--- src/rtl/lddt_pkg.sv ---
package lddt_pkg;

    typedef struct packed {
        logic        opcode;
        logic [7:0]  data_byte;
        logic        last_byte;
        logic [15:0] temp_word;
        logic [15:0] humi_word;
    } t_in_item;

    typedef struct packed {
        logic [15:0]        compare_value;
        logic [15:0]        stored_duty;
        logic               led_enabled;
        logic [1:0]         alarm;
        logic signed [11:0] temp_tenths;
        logic [9:0]         humi_tenths;
        logic               applied;
    } t_out_item;

    // opcodes
    localparam logic OP_CMD    = 1'b0;
    localparam logic OP_SENSOR = 1'b1;

    // alarm codes
    localparam logic [1:0] ALARM_NONE = 2'd0;
    localparam logic [1:0] ALARM_WARN = 2'd1;
    localparam logic [1:0] ALARM_CRIT = 2'd2;

    // register indexes
    localparam logic [1:0] CFG_WARN_THRESH = 2'd0;
    localparam logic [1:0] CFG_CRIT_THRESH = 2'd1;
    localparam logic [1:0] CFG_SAFE_DUTY   = 2'd2;
    localparam logic [1:0] CFG_PWM_MAX     = 2'd3;

    localparam logic signed [11:0] WARN_RST     = 12'sd410;
    localparam logic signed [11:0] CRIT_RST     = 12'sd430;
    localparam logic [15:0]        SAFE_RST     = 16'd200;
    localparam logic [15:0]        PWM_MAX_RST  = 16'd999;
    localparam logic [15:0]        DUTY_RST     = 16'd100;
    localparam logic [15:0]        COMPARE_RST  = 16'd100;

    // ASCII
    localparam logic [7:0] CH_ZERO = 8'h30;
    localparam logic [7:0] CH_NINE = 8'h39;
    localparam logic [7:0] CH_LF   = 8'h0A;
    localparam logic [7:0] CH_CR   = 8'h0D;
    localparam logic [7:0] CH_UP_L = 8'h4C;
    localparam logic [7:0] CH_LO_L = 8'h6C;

    localparam logic [6:0] DIGIT_SAT = 7'd101;
    localparam logic [6:0] LEVEL_MAX = 7'd100;

    localparam logic [10:0]        TEMP_SPAN   = 11'd1750;
    localparam logic [9:0]         HUMI_SPAN   = 10'd1000;
    localparam logic signed [11:0] TEMP_OFFSET = 12'sd450;

    // 2^26 / 25 rounded up; exact for quotients of 21-bit values
    localparam logic [21:0] RECIP_25 = 22'd2684355;

    // parser result for the byte in flight
    typedef struct packed {
        logic       done;
        logic [6:0] level;
    } t_fin;

    typedef struct packed {
        logic        is_sensor;
        logic        done;
        logic [6:0]  level;
        logic [26:0] t_prod;
        logic [25:0] h_prod;
    } t_s2;

    typedef struct packed {
        logic               is_sensor;
        logic               done;
        logic [6:0]         level;
        logic signed [11:0] temp;
        logic [9:0]         humi;
        logic [22:0]        prod;
    } t_s3;

    typedef struct packed {
        logic               is_sensor;
        logic               done;
        logic               led_on;
        logic [15:0]        duty_new;
        logic signed [11:0] temp;
        logic [9:0]         humi;
        logic [1:0]         alarm;
    } t_s4;

    // floor(x / 65535): q0 = x >> 16 leaves remainder x[15:0] + q0, below 2 * 65535
    function automatic logic [10:0] f_div65535(input logic [26:0] x);
        logic [10:0] q0;
        logic [16:0] r;
        q0 = x[26:16];
        r  = {1'b0, x[15:0]} + {6'b0, q0};
        if (r >= 17'd65535) begin
            return q0 + 11'd1;
        end
        return q0;
    endfunction

    // floor(x / 100) = floor(floor(x / 4) / 25)
    function automatic logic [15:0] f_div100(input logic [22:0] x);
        logic [42:0] p;
        p = 43'(x[22:2]) * 43'(RECIP_25);
        return p[41:26];
    endfunction

endpackage

--- src/rtl/led_dimmer_with_thermal_guard_unit.sv ---
// Pipeline: input register, parse/scale, divide and duty/threshold stages, output register last.
// Throughput: one item per cycle; only the output register's stall holds the pipe.
// Reset (synchronous, active low) loads the register defaults, duty and compare 100,
// LED on, clears the message parser and the last temperature and humidity.
module led_dimmer_with_thermal_guard_unit
    import lddt_pkg::*;
#(
    parameter int MAX_MSG_BYTES = 63
) (
    input  logic        i_clk,
    input  logic        i_rst_n,
    input  logic        i_cfg_we,
    input  logic [1:0]  i_cfg_idx,
    input  logic [15:0] i_cfg_wdata,
    input  logic        i_in_valid,
    output logic        o_in_ready,
    input  t_in_item    i_in_item,
    output logic        o_out_valid,
    input  logic        i_out_ready,
    output t_out_item   o_out_item
);

    logic signed [11:0] r_warn;
    logic signed [11:0] r_crit;
    logic [15:0]        r_safe;
    logic [15:0]        r_pwm_max;

    logic     r_v1, r_v2, r_v3, r_v4;
    t_in_item r_s1;
    t_s2      r_s2, n_s2;
    t_s3      r_s3, n_s3;
    t_s4      r_s4, n_s4;
    logic     en1, en2, en3, en4, en5;
    logic     take;
    t_fin     fin;
    logic [10:0] t_q;
    logic [9:0]  h_q;

    always_ff @(posedge i_clk) begin
        if (!i_rst_n) begin
            r_warn    <= WARN_RST;
            r_crit    <= CRIT_RST;
            r_safe    <= SAFE_RST;
            r_pwm_max <= PWM_MAX_RST;
        end else if (i_cfg_we) begin
            case (i_cfg_idx)
                CFG_WARN_THRESH: r_warn    <= i_cfg_wdata[11:0];
                CFG_CRIT_THRESH: r_crit    <= i_cfg_wdata[11:0];
                CFG_SAFE_DUTY:   r_safe    <= i_cfg_wdata;
                CFG_PWM_MAX:     r_pwm_max <= i_cfg_wdata;
                default: ;
            endcase
        end
    end

    // each stage advances when empty or when the next one takes its beat
    assign en4        = !r_v4 || en5;
    assign en3        = !r_v3 || en4;
    assign en2        = !r_v2 || en3;
    assign en1        = !r_v1 || en2;
    assign o_in_ready = en1;

    assign take = r_v1 && en2 && (r_s1.opcode == OP_CMD);

    lddt_msg_parser #(
        .MaxMsgBytes(MAX_MSG_BYTES)
    ) u_parser (
        .i_clk       (i_clk),
        .i_rst_n     (i_rst_n),
        .i_take      (take),
        .i_data_byte (r_s1.data_byte),
        .i_last_byte (r_s1.last_byte),
        .o_fin       (fin)
    );

    always_comb begin
        n_s2.is_sensor = (r_s1.opcode == OP_SENSOR);
        n_s2.done      = fin.done;
        n_s2.level     = fin.level;
        n_s2.t_prod    = 27'(r_s1.temp_word) * 27'(TEMP_SPAN);
        n_s2.h_prod    = 26'(r_s1.humi_word) * 26'(HUMI_SPAN);
    end

    assign t_q = f_div65535(r_s2.t_prod);
    assign h_q = 10'(f_div65535({1'b0, r_s2.h_prod}));

    always_comb begin
        n_s3.is_sensor = r_s2.is_sensor;
        n_s3.done      = r_s2.done;
        n_s3.level     = r_s2.level;
        n_s3.temp      = $signed({1'b0, t_q}) - TEMP_OFFSET;
        n_s3.humi      = h_q;
        n_s3.prod      = 23'(r_s2.level) * 23'(r_pwm_max);
    end

    always_comb begin
        n_s4.is_sensor = r_s3.is_sensor;
        n_s4.done      = r_s3.done;
        n_s4.led_on    = (r_s3.level != '0);
        n_s4.duty_new  = f_div100(r_s3.prod);
        n_s4.temp      = r_s3.temp;
        n_s4.humi      = r_s3.humi;
        if ($signed(r_s3.temp) > r_crit) begin
            n_s4.alarm = ALARM_CRIT;
        end else if ($signed(r_s3.temp) > r_warn) begin
            n_s4.alarm = ALARM_WARN;
        end else begin
            n_s4.alarm = ALARM_NONE;
        end
    end

    always_ff @(posedge i_clk) begin
        if (!i_rst_n) begin
            r_v1 <= 1'b0;
            r_v2 <= 1'b0;
            r_v3 <= 1'b0;
            r_v4 <= 1'b0;
        end else begin
            if (en1) begin
                r_v1 <= i_in_valid;
            end
            if (en2) begin
                r_v2 <= r_v1;
            end
            if (en3) begin
                r_v3 <= r_v2;
            end
            if (en4) begin
                r_v4 <= r_v3;
            end
        end
    end

    always_ff @(posedge i_clk) begin
        if (en1) begin
            r_s1 <= i_in_item;
        end
        if (en2) begin
            r_s2 <= n_s2;
        end
        if (en3) begin
            r_s3 <= n_s3;
        end
        if (en4) begin
            r_s4 <= n_s4;
        end
    end

    lddt_led_state u_led_state (
        .i_clk       (i_clk),
        .i_rst_n     (i_rst_n),
        .i_valid     (r_v4),
        .i_s4        (r_s4),
        .i_safe_duty (r_safe),
        .o_ready     (en5),
        .i_out_ready (i_out_ready),
        .o_out_valid (o_out_valid),
        .o_out_item  (o_out_item)
    );

endmodule

--- src/rtl/lddt_msg_parser.sv ---
module lddt_msg_parser
    import lddt_pkg::*;
#(
    parameter int MaxMsgBytes = 63
) (
    input  logic       i_clk,
    input  logic       i_rst_n,
    input  logic       i_take,
    input  logic [7:0] i_data_byte,
    input  logic       i_last_byte,
    output t_fin       o_fin
);

    localparam int CntW = $clog2(MaxMsgBytes + 1);
    localparam logic [CntW-1:0] CntMax = CntW'(MaxMsgBytes);
    localparam logic [CntW-1:0] CntMin = CntW'(2);

    logic [CntW-1:0] r_count, n_count;
    logic [7:0]      r_type, n_type;
    logic [6:0]      r_digit, n_digit;
    logic            r_ended, n_ended;
    logic [9:0]      digit_calc;
    logic            is_digit;
    logic            is_eol;

    assign is_digit   = (i_data_byte >= CH_ZERO) && (i_data_byte <= CH_NINE);
    assign is_eol     = (i_data_byte == CH_LF) || (i_data_byte == CH_CR);
    assign digit_calc = 10'(r_digit) * 10'd10 + 10'(i_data_byte - CH_ZERO);

    always_comb begin
        n_count = r_count;
        n_type  = r_type;
        n_digit = r_digit;
        n_ended = r_ended;
        // drop bytes past the message limit
        if (r_count < CntMax) begin
            if (r_count == '0) begin
                n_type = i_data_byte;
            end else if (!r_ended) begin
                if (is_digit) begin
                    n_digit = (digit_calc > 10'(DIGIT_SAT)) ? DIGIT_SAT : digit_calc[6:0];
                end else if (is_eol) begin
                    n_ended = 1'b1;
                end
            end
            n_count = r_count + 1'b1;
        end

        o_fin.done  = i_last_byte && (n_count >= CntMin) &&
                      ((n_type == CH_UP_L) || (n_type == CH_LO_L));
        o_fin.level = (n_digit > LEVEL_MAX) ? LEVEL_MAX : n_digit;

        if (i_last_byte) begin
            n_count = '0;
            n_type  = '0;
            n_digit = '0;
            n_ended = 1'b0;
        end
    end

    always_ff @(posedge i_clk) begin
        if (!i_rst_n) begin
            r_count <= '0;
            r_type  <= '0;
            r_digit <= '0;
            r_ended <= 1'b0;
        end else if (i_take) begin
            r_count <= n_count;
            r_type  <= n_type;
            r_digit <= n_digit;
            r_ended <= n_ended;
        end
    end

    a_count_bound: assert property (@(posedge i_clk) disable iff (!i_rst_n)
        r_count <= CntMax)
        else $error("byte count past message limit");

    a_digit_sat: assert property (@(posedge i_clk) disable iff (!i_rst_n)
        r_digit <= DIGIT_SAT)
        else $error("digit accumulator past saturation");

    a_ended_after_type: assert property (@(posedge i_clk) disable iff (!i_rst_n)
        r_ended |-> (r_count >= CntMin))
        else $error("line end flagged before the type byte");

endmodule

--- src/rtl/lddt_led_state.sv ---
module lddt_led_state
    import lddt_pkg::*;
(
    input  logic        i_clk,
    input  logic        i_rst_n,
    input  logic        i_valid,
    input  t_s4         i_s4,
    input  logic [15:0] i_safe_duty,
    output logic        o_ready,
    input  logic        i_out_ready,
    output logic        o_out_valid,
    output t_out_item   o_out_item
);

    logic               r_valid;
    logic [15:0]        r_duty, n_duty;
    logic               r_led, n_led;
    logic [15:0]        r_cmp, n_cmp;
    logic signed [11:0] r_temp, n_temp;
    logic [9:0]         r_humi, n_humi;
    logic [1:0]         r_alarm, n_alarm;
    logic               r_applied, n_applied;
    logic               load;

    assign o_ready = !r_valid || i_out_ready;
    assign load    = o_ready && i_valid;

    always_comb begin
        n_duty    = r_duty;
        n_led     = r_led;
        n_cmp     = r_cmp;
        n_temp    = r_temp;
        n_humi    = r_humi;
        n_alarm   = ALARM_NONE;
        n_applied = 1'b0;
        if (i_s4.is_sensor) begin
            n_temp  = i_s4.temp;
            n_humi  = i_s4.humi;
            n_alarm = i_s4.alarm;
            case (i_s4.alarm)
                ALARM_CRIT: begin
                    n_duty = '0;
                    n_led  = 1'b0;
                    n_cmp  = '0;
                end
                ALARM_WARN: begin
                    // compare stays 0 while the LED is off
                    n_duty = i_safe_duty;
                    n_cmp  = r_led ? i_safe_duty : '0;
                end
                default: ;
            endcase
        end else if (i_s4.done) begin
            n_duty    = i_s4.duty_new;
            n_led     = i_s4.led_on;
            n_cmp     = i_s4.led_on ? i_s4.duty_new : '0;
            n_applied = 1'b1;
        end
    end

    always_ff @(posedge i_clk) begin
        if (!i_rst_n) begin
            r_valid <= 1'b0;
            r_duty  <= DUTY_RST;
            r_led   <= 1'b1;
            r_cmp   <= COMPARE_RST;
            r_temp  <= '0;
            r_humi  <= '0;
        end else begin
            if (o_ready) begin
                r_valid <= i_valid;
            end
            if (load) begin
                r_duty <= n_duty;
                r_led  <= n_led;
                r_cmp  <= n_cmp;
                r_temp <= n_temp;
                r_humi <= n_humi;
            end
        end
    end

    always_ff @(posedge i_clk) begin
        if (load) begin
            r_alarm   <= n_alarm;
            r_applied <= n_applied;
        end
    end

    assign o_out_valid              = r_valid;
    assign o_out_item.compare_value = r_cmp;
    assign o_out_item.stored_duty   = r_duty;
    assign o_out_item.led_enabled   = r_led;
    assign o_out_item.alarm         = r_alarm;
    assign o_out_item.temp_tenths   = r_temp;
    assign o_out_item.humi_tenths   = r_humi;
    assign o_out_item.applied       = r_applied;

    a_crit_off: assert property (@(posedge i_clk) disable iff (!i_rst_n)
        (r_valid && (r_alarm == ALARM_CRIT)) |-> (!r_led && (r_cmp == '0)))
        else $error("critical beat with LED still driven");

    a_cmp_needs_led: assert property (@(posedge i_clk) disable iff (!i_rst_n)
        (r_cmp != '0) |-> r_led)
        else $error("nonzero compare with LED off");

    a_applied_no_alarm: assert property (@(posedge i_clk) disable iff (!i_rst_n)
        (r_valid && r_applied) |-> (r_alarm == ALARM_NONE))
        else $error("applied command beat carries an alarm");

endmodule

--- config.mk ---
export PLATFORM = sky130hd
export DESIGN_NAME = led_dimmer_with_thermal_guard_unit
export DESIGN_NICKNAME = d
export VERILOG_FILES = /design/src/rtl/lddt_pkg.sv /design/src/rtl/led_dimmer_with_thermal_guard_unit.sv /design/src/rtl/lddt_msg_parser.sv /design/src/rtl/lddt_led_state.sv
export SDC_FILE = /design/constraint.sdc
export NUM_CORES = 2
export LEC_CHECK = 0
export BUFFER_PORTS_ARGS = -buffer_cell sky130_fd_sc_hd__buf_2
export CAP_MARGIN = 20
export CORE_MARGIN = 2
export CORE_UTILIZATION = 45
export DETAILED_ROUTE_END_ITERATION = 12
export GPL_TIMING_DRIVEN = 0
export SETUP_SLACK_MARGIN = 0.15
export SYNTH_ARGS = -nofsm -noshare
export SYNTH_HDL_FRONTEND = slang
export SYNTH_SLANG_ARGS = --single-unit
--- constraint.sdc ---
create_clock -name i_clk -period 13.25 [get_ports i_clk]
set_input_delay 1.325 -clock i_clk [delete_from_list [all_inputs] [get_ports i_clk]]
set_output_delay 1.325 -clock i_clk [all_outputs]
set_load 0.01 [all_outputs]
## Word level (Yosys, flattened, before mapping)

Cells that the tools add are included.

| storage, ports and cells | value |
|---|---|
| flip-flop bits (word level) | 338 |
| output and inout port bits | 60 |

| operators by class | value |
|---|---|
| $mul | 5 |
| muxes and demuxes | 36 |
| bitwise operators | 1 |
| eq/ne operators | 12 |
| reduce and logical (&&, ||, !) cells | 31 |
| add/subtract/negate cells | 8 |
| magnitude comparators | 10 |

Operator list:

| cell | count |
|---|---|
| 16-bit two-way mux | 6 |
| 16-bit case mux with 2 select lines | 2 |
| 21-bit by 22-bit multiplier with 42-bit output, second input constant | 1 |
| 7-bit two-way mux | 6 |
| 17-bit by 16-bit >= comparator with 1-bit output, second input constant | 2 |
| 16-bit by 10-bit multiplier with 26-bit output, second input constant | 1 |
| 12-bit greater-than comparator | 2 |
| 8-bit two-way mux | 3 |
| 16-bit by 7-bit multiplier with 23-bit output, second input constant | 1 |
| 7-bit by 16-bit multiplier with 23-bit output | 1 |
| 11-bit two-way mux | 2 |
| 10-bit two-way mux | 2 |
| 16-bit by 10-bit adder with 17-bit output | 1 |
| 16-bit by 11-bit adder with 17-bit output | 1 |
| 8-bit by 4-bit == test with 1-bit output, second input constant | 2 |
| 8-bit by 7-bit == test with 1-bit output, second input constant | 2 |
| 1-bit two-way mux | 13 |
| 6-bit two-way mux | 2 |
| 11-bit by 9-bit subtractor with 12-bit output, second input constant | 1 |
| 11-bit by 1-bit adder with 11-bit output, second input constant | 1 |
| 10-bit by 1-bit adder with 10-bit output, second input constant | 1 |
| 10-bit adder | 1 |
| 10-bit by 7-bit greater-than comparator with 1-bit output, second input constant | 1 |
| 2-bit AND reduction | 5 |
| 22 further kinds | 43 |

## Longest topological paths before layout

| logic depth | value |
|---|---|
| depth after elaboration | 9 |
| depth in mapped cells | 25 |
| gate-level depth less buffers | 25 |

## Hierarchy

From an unflattened synthesis, not the netlist that was laid out.

| unflattened totals | value |
|---|---|
| cells, all modules | 2959 |
| area total of the unflattened synthesis | 31038.5 µm² |

By module, submodules not included:

| module | instances | seq. area each (µm²) | area each (µm²) | cells an instance |
|---|---|---|---|---|
| led_dimmer_with_thermal_guard_unit | 1 | 7056.8 | 26376.5 | 2416 |
| lddt_led_state | 1 | 1211.2 | 2645.0 | 290 |
| lddt_msg_parser | 1 | 420.4 | 2016.9 | 253 |

## Worst setup path before layout

OpenSTA, ideal clock, no wires.

| path | value |
|---|---|
| kind | reg-to-reg |
| from | reg r_s3[6] in the netlist's numbering |
| to | reg r_s4[38] in the netlist's numbering (data pin) |
| stages on the path, launching flop included | 22 |
| buffers on the path | 0 |
| arrival time | 6056 ps |
| slack | 6936 ps |
| required time | 12992 ps |
| cell sequence | edfxtp_1 > inv_1 > fa_1 > fa_1 > fa_1 > fa_1 > fa_1 > inv_1 > fa_1 > inv_1 > fa_1 > inv_1 > ha_1 > nand4_1 > nor4_1 > a32oi_1 > a211oi_1 > nor2_1 > o221ai_1 > a211o_1 > a21oi_1 > xnor2_1 |

RTL lines:

| what | RTL line | text |
|---|---|---|
| from (decl) | led_dimmer_with_thermal_guard_unit.sv:31 | `t_s3 r_s3, n_s3;` |
| from (signal assigned) | led_dimmer_with_thermal_guard_unit.sv:142 | `r_s3 <= n_s3;` |
| to (signal assigned) | led_dimmer_with_thermal_guard_unit.sv:145 | `r_s4 <= n_s4;` |
| to (decl) | led_dimmer_with_thermal_guard_unit.sv:32 | `t_s4 r_s4, n_s4;` |

==> impl_results.md <==
- Max-cap violations: 0
- Clk_skew: 0.0330 ns
- Drt initial violations: 1063
- Die width: 265 um
- Number of global-route vias before repair: 22200
- Die ar.: 70400 sq um
- YS warnings: 0
- Fin Hold WS: 0.403 ns
- EDFF count, synth: 198
- Syn Area/Cell: 10.5 sq um
- Cells along the critical path: inv_1 -> fa_1 -> fa_1 -> fa_1 -> fa_1 -> fa_1 -> inv_1 -> fa_1 -> inv_1 -> fa_1 -> inv_1 -> ha_1 -> a21oi_1 -> o21ai_0 -> a211oi_1 -> a211oi_1 -> nor2_1 -> o221ai_1 -> a211o_1 -> a21oi_1 -> xnor2_1
- CP endpoint kind: register
- Compound-cell area share of the yosys netlist: 0.100
- Synth unique cells: 79
- Area leader, netlist: fa_1
- Seq pwr share: 0.324
- Worst Tran Pin Value: 1.02 ns
- Mapped Nets: 3778
- Clock transition at path regs: 0.06 ns
- HPWL after DPL: 57700 um
- Post-synthesis xor/xnor area fraction: 0.0356
- I/O pin count: 125
- WP buf/inv: 4
- TritonCTS Sinks: 335
- CP Depth: 21
- Ant. Diodes: 0
- Cts bufs inserted: 41
- Worst path max stage delay: 0.59 ns
- Total Routing Usage GR: 0.201
- CTS resizes: 0
- Storage cell area: 8690 sq um
- Critical Path RT: 13.59 ns
- Synth top area share: 0.224
- Status: completed
- Core Box Area: 67400 sq um
- Largest family of logic cells by synthesized area: adder cells
- Total grt overflow: 0
- Unrepaired setup endpoints after global routing: no
- FFs w/ async S/R, synth: 0
- Port Buffers: 122
- Internal power: 3.00 mW
- DRT antenna net count: 0
- H-tree levels: 2
- Final Util: 0.503
- Max VDD drop: 0.124 mV
- Sw Share: 0.370
- Leakage power: 16.6 nW
- Clock share of power: 0.236
- Top post-synthesis cells by area: fa_1 (22%), edfxtp_1 (19%), ha_1 (18%)
- Post-Synth Simple-Gate Area: 0.106
- Final Wtd Congestion: 0.908
- Ys flop type: edfxtp_1
- Pin count of the biggest net entering global routing: 50
- Depth of the worst register-to-register path: 21
- Max Slew Vio Count: 0
- Crit path max fanout: 7
- F_max: 0.138 GHz
- Via-to-Cell Ratio: 5.27
- PnR Total Power: 4.76 mW
- CTS tree: done
- DRT Pass-1 Iters: 5
- Post-synthesis mux area share: 0.00151
- Root buffer cell: clkbuf_16
- Mapped cell area: 30700 sq um
- Synth Register Bits: 335
- Logic pwr share: 0.440
- Worst Path Class, Setup: reg -> reg
- Layout filler cell count: 6100
- DIE HEIGHT: 265 um
- Top-count cell post-synth: inv_1
- Synth Area in Adders: 0.406
- Top cells by count, synth: inv_1 (469), ha_1 (448), fa_1 (343)
- Register area share after synthesis: 0.283
- Most used cell, CP: fa_1
- Layout cells sized above 1: 0.0730
- Fin. Hold Viols: 0
- Post-Synthesis Cells: 2922
- Clk_lat worst skew: 0.59 ns
- Fin Setup TNS: 0 ns
- Period minus WS final: 7.24 ns
- CP arrival: 7.58 ns
- Vias: 21100
- Total wire length: 68900 um
- Max Buffers Root-to-Sink: 3
- Cell family with most CP delay: adder cells
- Initial core utilization: 0.456
- Final worst-path cycle share: 0.546
- Wire length per cell: 17.2 um
- Standard-cell rows: 95
- Max_slew headroom: 0.318
- WHS Path Cells: 0
- Initial antenna violation count: 3
- PwrDens: 140 nW/um^2
- Area Overhead vs Synth: 10.3%
- Startpoint types: register
- DRC: 0
- Final net count: 3947
- Worst Hold Class: reg -> reg
- Cts-stage hold buffer count: 0
- Multi-input gate area: 20000 sq um
- Setup violators final: 0
- First-pass GRT wire length: 113000 um
- CP max-delay cell: fa_1
- Post-CTS setup buffers: 0
- Switching power: 1.76 mW
power groups by stage:
stage,sequential [mW],clock (mW),combinational [mW]
2_1_floorplan,1.49,0,1.67
3_3_place_gp,1.56,0,2.03
3_5_place_dp,1.57,0,2.07
4_1_cts,1.54,1.16,2.09
5_1_grt,1.56,1.20,2.38
6_report,1.54,1.12,2.09
cells in the final DEF, fill, tap and decap left out, types with 12 or more instances in the layout:
cell,n
o21bai_1,12
inv_1,466
a21boi_0,59
a221oi_1,35
ha_1,448
a21o_1,32
dfxtp_1,137
o211ai_1,21
nor2b_1,23
a21oi_1,101
nand3_1,48
o21ai_0,61
nand4_1,19
clkbuf_1,75
nor2_1,111
xor2_1,37
nor3b_1,33
o21a_1,28
and2_1,63
edfxtp_1,198
or2_2,14
fa_1,343
buf_2,124
xnor2_1,88
nor3_1,33
and3_1,18
nand2_1,265
clkbuf_16,41
through the flow:
stage | setup WS [ns] | cells | area, sq um
after floorplan | 6.94 | 2922 | 30700
after global placement | 6.00 | 3917 | 32400
after detailed placement | 5.94 | 3921 | 32500
after CTS | 5.94 | 3997 | 33900
after global routing | 5.62 | 3997 | 33900
final | 6.01 | 3997 | 33900
routing by layer:
layer / vias to the layer above / wire length [um] / global-route usage
met5: - / 39 / 0
met4: 6 / 2830 / 0.0820
met3: 146 / 2540 / 0.0280
met2: 373 / 35000 / 0.360
met1: 10300 / 28500 / 0.242
li1: 10200 / - / -
final timing paths:
path / start / to / slack (ns)
max: r_s3[6] / r_s4[38] / 6.01
min: n_s4[8] / r_s4[8] / 0.40
max reg2reg: r_s3[6] / r_s4[38] / 6.01
min reg2reg: n_s4[8] / r_s4[8] / 0.40
registers in the layout (all words and copies together), names as in the netlist, 10 cells and up:
| register | flops |
|---|---|
| u_led_state.r_cmp | 16 |
| u_led_state.r_duty | 16 |
| n_s4 | 24 |
| r_s2 | 49 |
| r_pwm_max | 16 |
| r_s4 | 43 |
| u_led_state.r_humi | 10 |
| u_led_state.r_temp | 12 |
| r_s3 | 28 |
| r_crit | 12 |
| r_s1 | 41 |
| r_warn | 12 |
| r_safe | 16 |
cells by family after synthesis:
family / after synthesis
flops: 335
buf+inv: 545
fa+ha+maj: 791
compound gates: 447
xor+xnor: 125
simple gates: 675
mux: 4
final cells by class:
class | instances | area share
sequential | 335 | 0.256
timing repair buffer | 126 | 0.0206
clock buffer | 58 | 0.0334
inverter | 470 | 0.0521
multi-input combinational | 2042 | 0.589
tap | 873 | 0.0322
buffer | 75 | 0.00882
clock inverter | 18 | 0.00735
No activity file was read; power rests on OpenSTA's default activity.
